**config.mk**
```make
export PLATFORM = sky130hd
export DESIGN_NAME = ffha_cell
export DESIGN_NICKNAME = d
export VERILOG_FILES = /design/src/rtl/ffha_pkg.sv /design/src/rtl/ffha_cell.sv
export SDC_FILE = /design/constraint.sdc
export NUM_CORES = 1
export LEC_CHECK = 0
export BUFFER_PORTS_ARGS = -buffer_cell sky130_fd_sc_hd__buf_2
export CAP_MARGIN = 0
export CORE_AREA = 2 2 90 92
export DETAILED_ROUTE_END_ITERATION = 7
export DIE_AREA = 0 0 92 94
export MAX_ROUTING_LAYER = met4
export PLACE_DENSITY = 0.9
export RECOVER_POWER = 25
export SYNTH_ARGS = -nofsm -noshare
export SYNTH_HDL_FRONTEND = slang
export SYNTH_SLANG_ARGS = --single-unit
```
**constraint.sdc**
```tcl
create_clock -name clock -period 11.6 [get_ports clock]
set_clock_uncertainty 0.1 [all_clocks]
set_input_delay 1.16 -clock clock [delete_from_list [all_inputs] [get_ports clock]]
set_output_delay 1.16 -clock clock [all_outputs]
set_load 0.05 [all_outputs]
```
**src/rtl/ffha_pkg.sv**
```systemverilog
// ----------------------------------------------------------------------------
// ffha_pkg
// Shared types and fixed constants of the first-fit heap allocator.
// ----------------------------------------------------------------------------
package ffha_pkg;

   // fixed field widths
   localparam int SIZE_W   = 16;
   localparam int LIMIT_W  = 17;
   localparam int STATUS_W = 2;

   // smallest data area worth splitting off
   localparam int SPLIT_MIN_DATA = 8;

   typedef enum logic [STATUS_W-1:0] {
      STATUS_OK        = 2'd0,
      STATUS_OUT_OF_MEM = 2'd1,
      STATUS_NOT_FOUND = 2'd2
   } status_type;

   typedef enum logic [2:0] {
      CELL_NONE    = 3'd0,
      CELL_SETFREE = 3'd1,
      CELL_INSERT  = 3'd2,
      CELL_REMOVE  = 3'd3
   } cell_op_type;

   typedef struct packed {
      cell_op_type op;
      logic        wr_free;
      logic        mode_free;
   } cell_cmd_type;

endpackage

```
**src/rtl/ffha_cell.sv**
```systemverilog
// ----------------------------------------------------------------------------
// ffha_cell
// One table entry: header offset and free flag, with shift to and from its
// neighbors and a local fit / match check.
// ----------------------------------------------------------------------------
module ffha_cell #(
   parameter int IDX          = 0,
   parameter int AW           = 19,
   parameter int CW           = 7,
   parameter int IW           = 6,
   parameter int HEADER_BYTES = 16
) (
   input  logic                 clock,
   input  ffha_pkg::cell_cmd_type cmd,
   input  logic [IW-1:0]        pos,
   input  logic [AW-1:0]        wr_start,
   input  logic [AW-1:0]        left_start,
   input  logic                 left_free,
   input  logic [AW-1:0]        right_start,
   input  logic                 right_free,
   input  logic [CW-1:0]        count,
   input  logic [AW-1:0]        break_offset,
   input  logic [AW-1:0]        asz,
   input  logic [AW-1:0]        foff,
   output logic [AW-1:0]        start,
   output logic                 free,
   output logic                 hit,
   output logic                 split
);
   import ffha_pkg::*;

   localparam logic [IW-1:0] MY_POS  = IW'(IDX);
   localparam logic [CW-1:0] MY_NEXT = CW'(IDX + 1);
   localparam logic [AW-1:0] HDR     = AW'(HEADER_BYTES);
   localparam logic [AW-1:0] SPLIT_X = AW'(HEADER_BYTES + SPLIT_MIN_DATA);

   logic [AW-1:0] start_ff, start_in;
   logic          free_ff, free_in;
   logic [AW-1:0] data_beg, blk_end, dsize;

   // entry update from command
   always_comb begin
      start_in = start_ff;
      free_in  = free_ff;
      case (cmd.op)
         CELL_SETFREE: begin
            if (pos == MY_POS) free_in = cmd.wr_free;
         end
         CELL_INSERT: begin
            if (pos == MY_POS) begin
               start_in = wr_start;
               free_in  = cmd.wr_free;
            end else if (MY_POS > pos) begin
               start_in = left_start;
               free_in  = left_free;
            end
         end
         CELL_REMOVE: begin
            if (MY_POS >= pos) begin
               start_in = right_start;
               free_in  = right_free;
            end
         end
         default: ;
      endcase
   end

   always_ff @(posedge clock) begin
      start_ff <= start_in;
      free_ff  <= free_in;
   end

   // data size of this block and local checks
   always_comb begin
      data_beg = start_ff + HDR;
      blk_end  = (count == MY_NEXT) ? break_offset : right_start;
      dsize    = (blk_end > data_beg) ? blk_end - data_beg : '0;
      split    = dsize >= asz + SPLIT_X;
      hit      = cmd.mode_free ? (data_beg == foff) : (free_ff && dsize >= asz);
   end

   assign start = start_ff;
   assign free  = free_ff;

endmodule

```
==> impl_metrics.toml, run 1 <==
[floorplanning]
fp.dieW_um = 92
start_util_pct = 54.2
coreArea_um2 = 7610
die_area_um2 = 8650
io_pins = 157
die_h_um = 94
fp-row-count = 32

[yosys]
ys_seq_elements = 20
synthCells = 511
synth_edf_count = 20
syn_avg_cell_area_um2 = 8.07
synth_area_um2 = 4120
netlist_top_cells_area = "ha_1 (17%), edfxtp_1 (15%), xnor2_1 (9.6%)"
yosysTopAreaCellShare_pct = 17.3
synth_top_area_cell = "ha_1"
synth_top_cells_by_count = "ha_1 (57), nor2_1 (49), a21oi_1 (46)"
synth-async-reset-ratio_pct = 0
syn_nets = 704
synth_cell_types = 57
yosysMostFrequentCell = "ha_1"
ys_warn_count = 0
synth_seq_area_share_pct = 14.6
synthFlopType = "edfxtp_1"

[place]
place_congestion = 1.01
io_buffer_count = 156
dp_hpwl_um = 10700

[min_path]
worstHoldStart = "cmd[4]"
worstHoldPathType = "in -> reg"
hold_depth = 2
holdPathEnd = "free"

[global_route]
globalRouteOverflowTotal = 0
grt_pass1_wl_um = 19900
grt_pass1_vias = 4308
grt_max_degree = 40
antenna_found_initial = 0
groute.usage.overall_pct = 29.1

[timing]
fmax_mhz = 132
setup_viol = 0
fin_crit_sh_pct = 65.3
fin_crit_ns = 7.57
finalMaxSlewViolations = 0
hold_viol_final = 0
worst_pin_slew_ns = 1.15
slew_headroom_pct = 22.8
rsz0062_at_grt = "no"
fin_setup_tns_ns = 0

[critical_path]
cp_slowest_cell = "a31oi_2"
max_stage_delay_ns = 0.62
crit_arrival_ns = 6.31
cp-startpoint = "count[2]"
cp_max_fo = 19
endpoint_kind = "primary output"
criticalPathCategory = "in -> out"
required_ns = 10.34
worst_setup_path_start_kind = "primary input"
path_cells = "buf_2 > nor4_1 > nand2_1 > mux2_2 > ha_1 > a21oi_1 > o21bai_1 > a21oi_1 > o21ai_0 > a31oi_2 > nor3_1 > ha_1 > a21o_1 > a31oi_1 > o221ai_1 > o21a_1 > o21ai_0 > o41ai_2 > buf_2"

[routing]
routed_wl_um = 12600
drtPass1Iterations = 5
ant_nets = 0
first_iter_violations = 302
vias_per_cell = 5.86
vias = 4459
drc = 0
wl_per_cell_um = 16.6

[cells_and_area]
layout-drive-gt1-share_pct = 26.4
utilization_pct = 65.8
fillCellCount = 694
syn_to_final_growth_pct = 21.5
num-nets-final = 852

[cts]
cts-root-buf = "clkbuf_8"
clkSinkCount = 20
cts_resized = 0
h-tree-depth = 1
clkTransAtPathRegs_ns = 0.07
cts_hold_buf = 0
post_cts.repair.setup_buffers = 0
cts_tree = "yes"
cts_buffer_depth = 2
cts_buffers = 3

[pwr]
p_per_area_nw_per_um2 = 52.0
ir_drop_mv = 0.0608
p_leak_uw = 0.00248

[outcome]
status = "completed"

[run]
cap_violations = 0
[worst max-delay path: cells and delay by family]
| family | cells | cell delay [ns] |
|---|---|---|
| AO/OA/AOI/OAI | 11 | 2.65 |
| AND/OR/NAND/NOR | 3 | 0.96 |
| adder cells (fa/ha/maj) | 2 | 0.71 |
| multiplexers | 1 | 0.50 |
| buffers and inverters | 2 | 0.33 |
[logic make-up after synthesis]
family,share of synthesized area (%)
adder cells (fa/ha/maj),17.8
multiplexers,10.9
flip-flops,14.6
buffers and inverters,4.46
AO/OA/AOI/OAI,19.1
AND/OR/NAND/NOR,20.8
XOR/XNOR,12.3
[placed cells by master (no fill, tap or decap), drive strengths merged, types with 3 or more instances in the layout]
| master | count |
|---|---|
| nor2 | 49 |
| nand4 | 13 |
| xor2 | 13 |
| a31oi | 3 |
| a21o | 13 |
| ha | 57 |
| xnor2 | 45 |
| buf | 142 |
| nand2 | 26 |
| nor3b | 5 |
| nand2b | 6 |
| clkbuf | 18 |
| edfxtp | 20 |
| a211oi | 4 |
| inv | 33 |
| o2111ai | 4 |
| nor4 | 12 |
| nand3 | 12 |
| o21a | 5 |
| a21oi | 46 |
| nor3 | 23 |
| mux2 | 21 |
| and2 | 4 |
| and3 | 6 |
| mux2i | 21 |
| a311oi | 4 |
| o21bai | 3 |
| nor2b | 3 |
| o211a | 3 |
| o21ai | 17 |
[area by class of cell]
class / count / area [um^2] / share of cell area, %
multi-input cells: 444 / 3340 / 66.7
repair buffers: 157 / 769 / 15.4
flip-flops and latches: 20 / 601 / 12.0
well taps: 102 / 128 / 2.55
inverters: 33 / 124 / 2.47
clock buffers: 3 / 41.3 / 0.824
clock inverters: 1 / 3.75 / 0.0749
diodes: 1 / 2.50 / 0.0500
[through the flow]
stage                     area, um^2  std cells  total power [uW]  setup slack [ns]  hold WS [ns]
after detailed placement        4980        756               213              4.03          1.39
after global routing            5010        760               277              3.55          1.15
after CTS                       5020        760               259              3.99          1.13
after floorplan                 4120        511               166              4.87          1.26
after global placement          4980        756               207              4.10          1.37
final                           5010        761               260              4.03          1.13
[layer usage]
layer | global-route usage (%) | routed length (um)
met1 | 35.0 | 5260
met2 | 53.4 | 6410
met3 | 1.52 | 685
met4 | 7.46 | 258
met5 | - | 0
[power breakdown]
group	switching [uW]	total, uW	internal (uW)	leakage, uW
registers	0.409	80.8	80.3	0.000183
clock network	22.9	46.5	23.6	0.0000231
logic	71.1	133	62.0	0.00228
total	94.4	260	166	0.00248
[worst max-delay path by stage]
stage,slack [ns],to,depth (start not counted)
finish,4.03,hit,19
detailed placement,4.03,hit,19
global placement,4.10,hit,19
CTS,3.99,hit,19
floorplan,4.87,split,19
global route,3.55,hit,19
[sequential cells by signal, indices dropped and copies added, names as in the netlist]
name and flops:
start 19, free 1
Power figures use the tool's default switching activity.
==> run 2, diff against run 1 <==
- ABC_AREA: unset -> 1
- CORE_AREA: 2 2 90 92 -> 2 2 99 101
- DIE_AREA: 0 0 92 94 -> 0 0 101 103
- PLACE_DENSITY: 0.9 -> 0.82
- clock period: 11.6 -> 6.39 ns (I/O delays scaled with it)
==> impl_metrics.toml, run 2 <==
[timing]
finalMaxSlewViolations = 0
fmax_mhz = 172
layout_setup_ws_ns = 0.574
fin_setup_tns_ns = 0
timing.hold.ws_ns = 0.601
rsz0062_at_grt = "no"
slew_headroom_pct = 38.3
fin_crit_ns = 5.82
setup_viol = 0
fin_crit_sh_pct = 91.0
worst_pin_slew_ns = 0.923
hold_viol_final = 0

[global_route]
groute.usage.overall_pct = 26.0
antenna_found_initial = 0
globalRouteOverflowTotal = 0
grt_pass1_wl_um = 21300
grt_pass1_vias = 4644
grt_max_degree = 22

[critical_path]
path_common_cell = "nand2_1"
required_ns = 5.65
max_stage_delay_ns = 0.86
endpoint_kind = "primary output"
cp_slowest_cell = "o41ai_4"
cp-startpoint = "start[4]"
path_cells = "ha_1 > nand2_1 > nor2_2 > nand2_1 > nand2_1 > nand2_1 > ha_1 > nand2_1 > nor2_1 > nand2_1 > o41ai_4 > nor2_1 > ha_1 > inv_1 > nor3_1 > nor3b_1 > nand3_1 > nand4_1 > buf_2"
worst_setup_path_start_kind = "flop"
crit_arrival_ns = 5.08
cp_max_fo = 18
criticalPathCategory = "reg -> out"

[cells_and_area]
syn_to_final_growth_pct = 21.5
multiInputGateArea_um2 = 3360
layout.cells.non_filler = 968
n_antenna_cell = 0
layout-drive-gt1-share_pct = 20.3
seq_area_um2 = 601
largest_register_ffs = 19
layout_common_cells = "nand2_1 (188), buf_2 (141), nor2_1 (97)"
final_common_cell = "nand2_1"
fillCellCount = 982
num-nets-final = 1048

[min_path]
worstHoldStart = "right_free"
hold_depth = 3
worstHoldPathType = "in -> reg"

[routing]
vias = 5119
drtPass1Iterations = 5
drc = 0
routed_wl_um = 13300
vias_per_cell = 5.29
first_iter_violations = 311
wl_per_cell_um = 13.8
ant_nets = 0

[yosys]
ys_seq_elements = 20
synth_area_um2 = 4330
synth_cell_types = 36
netlist_top_cells_area = "ha_1 (16%), nand2_1 (16%), edfxtp_1 (14%)"
yosysTopAreaCellShare_pct = 16.5
synthCells = 700
synthFlopType = "edfxtp_1"
synth_seq_area_share_pct = 13.9
synth_edf_count = 20
synth_top_cells_by_count = "nand2_1 (188), nor2_1 (97), inv_1 (84)"
ys_warn_count = 0
synth-async-reset-ratio_pct = 0
yosysMostFrequentCell = "nand2_1"
syn_nets = 893
synth_top_area_cell = "ha_1"
syn_avg_cell_area_um2 = 6.19

[pwr]
p_leak_uw = 0.00285
ir_drop_mv = 0.0965
p_per_area_nw_per_um2 = 93.9

[place]
dpl.cell_count = 964
io_buffer_count = 156
place_congestion = 1.01
place_ws_ns = 0.705
dp_hpwl_um = 11600

[cts]
cts_tree = "yes"
cts_resized = 0
cts_buffer_depth = 2
cts_hold_buf = 0
post_cts.repair.setup_buffers = 0
clkSinkCount = 20
clkTransAtPathRegs_ns = 0.07
cts_buffers = 3
h-tree-depth = 1
cts-root-buf = "clkbuf_8"

[outcome]
status = "completed"

[floorplanning]
coreArea_um2 = 9460
die_area_um2 = 10400
fp-row-count = 36
start_util_pct = 45.8
io_pins = 157
die_h_um = 103
fp.dieW_um = 101

[run]
cap_violations = 0
-- run 2: changes by cell type in the layout (fill, tap and decap cells not counted), moves of 28 or more --
cell     change
a21oi_1     +29
inv_1       +51
nand2_1    +162
nand3_1     +28
nor2_1      +48
xnor2_1     -32
-- run 2: critical path, delay by kind of cell (launching register included) --
family,cells,cell delay (ns)
and+or+nand+nor,13,2.16
buffers and inverters,2,0.32
adders and majority gates,3,1.05
DFF,1,0.44
AOI/OAI and AO/OA,1,0.86
-- run 2: layout make-up --
| class | count | share of cell area (%) |
|---|---|---|
| flip-flops and latches | 20 | 11.4 |
| well taps | 114 | 2.71 |
| multi-input cells | 585 | 64.0 |
| clock buffers | 3 | 0.785 |
| inverters | 86 | 6.14 |
| repair buffers | 159 | 14.9 |
| clock inverters | 1 | 0.0714 |
-- run 2: power by group --
part | switching (uW) | internal, uW
clock | 41.5 | 42.8
combinational | 153 | 110
sequential | 0.609 | 146
-- run 2: kinds of logic (layout without fill, tap and decap cells) --
family	count (synthesis)	count (layout)	share of synthesized area [%]
AO/OA/AOI/OAI	108	108	13.6
XOR/XNOR	30	30	6.07
adder cells (fa/ha/maj)	58	58	16.9
buffers and inverters	95	249	8.44
flip-flops	20	20	13.9
multiplexers	19	19	4.91
AND/OR/NAND/NOR	370	370	36.1
-- run 2: worst paths after layout --
check / slack, ns / endpoint
worst max-delay path: 0.57 / split
worst min-delay path: 0.60 / free
-- run 2: metrics by stage --
stage | util [%] | instance area, um^2 | total power (uW)
finish | 55.6 | 5260 | 494
detailed placement | 55.3 | 5230 | 408
global placement | 55.3 | 5230 | 407
CTS | 55.8 | 5280 | 492
floorplan | - | 4330 | 316
global route | 55.6 | 5260 | 534
-- run 2: routing by layer --
metal / wire length, um / track usage (%) / part of all wire [%]
met5: 0 / - / 0
met4: 176 / 2.81 / 1.3
met3: 790 / 2.37 / 5.9
met2: 6150 / 44.6 / 46
met1: 6220 / 34.5 / 47
==> run 3, diff against run 2 <==
--- a/constraint.sdc
+++ b/constraint.sdc
@@ -3,3 +3,3 @@
 set_input_delay 0.639 -clock clock [delete_from_list [all_inputs] [get_ports clock]]
 set_output_delay 0.639 -clock clock [all_outputs]
-set_load 0.05 [all_outputs]
+set_load 0.02 [all_outputs]
==> impl_metrics.toml, run 3 (synthesized netlist as in run 2, its figures left out) <==
[critical_path]
critPathBufInv = 2
max_stage_delay_ns = 0.85
path_delay_family = "simple AND/OR/NAND/NOR gates"
cp_max_fo = 18
path_common_cell = "nand2_1"
path_cells = "ha_1 > nand2_1 > nor2_2 > nand2_1 > nand2_1 > nand2_1 > ha_1 > nand2_1 > nor2_1 > nand2_1 > o41ai_4 > nor2_1 > ha_1 > inv_1 > nor3_1 > nor3b_1 > nand3_1 > nand4_1 > buf_2"
endpoint_kind = "primary output"
crit_path_end = "split"
criticalPathCategory = "reg -> out"
path_depth = 19
cp_slowest_cell = "o41ai_4"
crit_arrival_ns = 4.91
cp-startpoint = "start[4]"
worst_setup_path_start_kind = "flop"
required_ns = 5.65

[cells_and_area]
largest_register_ffs = 19
num-nets-final = 1048
syn_to_final_growth_pct = 21.5
n_antenna_cell = 0
layout_common_cells = "nand2_1 (188), buf_2 (141), nor2_1 (97)"
final_common_cell = "nand2_1"
seq_area_um2 = 601
multiInputGateArea_um2 = 3360
fillCellCount = 976
layout-drive-gt1-share_pct = 20.3
utilization_pct = 55.6

[cts]
cts-root-buf = "clkbuf_8"
cts_hold_buf = 0
cts_buffers = 3
clkTransAtPathRegs_ns = 0.07
cts_tree = "yes"
post_cts.repair.setup_buffers = 0
cts_buffer_depth = 2
cts_resized = 0
h-tree-depth = 1
clkSinkCount = 20

[timing]
setup_viol = 0
fmax_mhz = 177
fin_setup_tns_ns = 0
hold_viol_final = 0
slew_headroom_pct = 39.1
fin_crit_ns = 5.65
worst_pin_slew_ns = 0.911
fin_crit_sh_pct = 88.3
finalMaxSlewViolations = 0
rsz0062_at_grt = "no"

[pwr]
internal-power_uw = 299
ir_drop_mv = 0.0957
p_per_area_nw_per_um2 = 93.3
p_sw_share_pct = 39.1
combPwrFrac_pct = 53.0
total_power_uw = 491
power.share.clock_pct = 17.1
p_switching_uw = 192
p_leak_uw = 0.00285
p_seq_share_pct = 29.9

[global_route]
groute.usage.overall_pct = 26.5
grt_pass1_vias = 4852
antenna_found_initial = 0
globalRouteOverflowTotal = 0
grt_max_degree = 22
grt_pass1_wl_um = 21700

[run]
cap_violations = 0

[floorplanning]
fp-row-count = 36
io_pins = 157
coreArea_um2 = 9460
die_h_um = 103
fp.dieW_um = 101
start_util_pct = 45.8
die_area_um2 = 10400

[routing]
vias_per_cell = 5.32
ant_nets = 0
routed_wl_um = 13500
wl_per_cell_um = 13.9
drc = 0
first_iter_violations = 388
vias = 5145
drtPass1Iterations = 5

[min_path]
worstHoldPathType = "in -> reg"

[place]
dp_hpwl_um = 11700
io_buffer_count = 156
place_congestion = 1.01

[outcome]
status = "completed"
## run 3: layout make-up
type | count | area share, %
clock buffers | 3 | 0.785
inverters | 86 | 6.14
multi-input cells | 585 | 64.0
clock inverters | 1 | 0.0714
repair buffers | 159 | 14.9
flip-flops and latches | 20 | 11.4
well taps | 114 | 2.71
## run 3: how the worst min path moves through the flow
stage               cells after the start  slack (ns)    to        from
floorplan                               2        0.75  free  right_free
global placement                        3        0.86  free  right_free
detailed placement                      3        0.86  free  right_free
CTS                                     3        0.60  free  right_free
global route                            3        0.61  free  right_free
finish                                  3        0.60  free  right_free
## run 3: stage by stage
stage / hold slack, ns / instance area, um^2 / std cells / setup slack, ns
finish: 0.599 / 5260 / 968 / 0.745
global route: 0.608 / 5260 / 968 / 0.303
CTS: 0.602 / 5280 / 968 / 0.767
detailed placement: 0.864 / 5230 / 964 / 0.831
global placement: 0.858 / 5230 / 964 / 0.808
floorplan: 0.748 / 4330 / 700 / 1.57
## run 3: per-layer routing
metal	global-route usage, %	wire length [um]	vias up
met4	5.72	233	0
li1	-	-	2641
met2	44.9	6220	189
met1	34.0	6170	2298
met3	3.19	835	17
met5	-	0	-
## run 3: power by group through the flow
stage	logic [uW]	registers [uW]	clock network [uW]
after floorplan	162	150	0
after global placement	253	149	0
after detailed placement	254	149	0
after CTS	256	146	84.1
after global routing	293	147	88.8
final	260	146	84.0
## run 3: worst min-delay path: stages
cell and delay, ns:
buf_2 0.08, nand2_1 0.05, o211ai_1 0.08
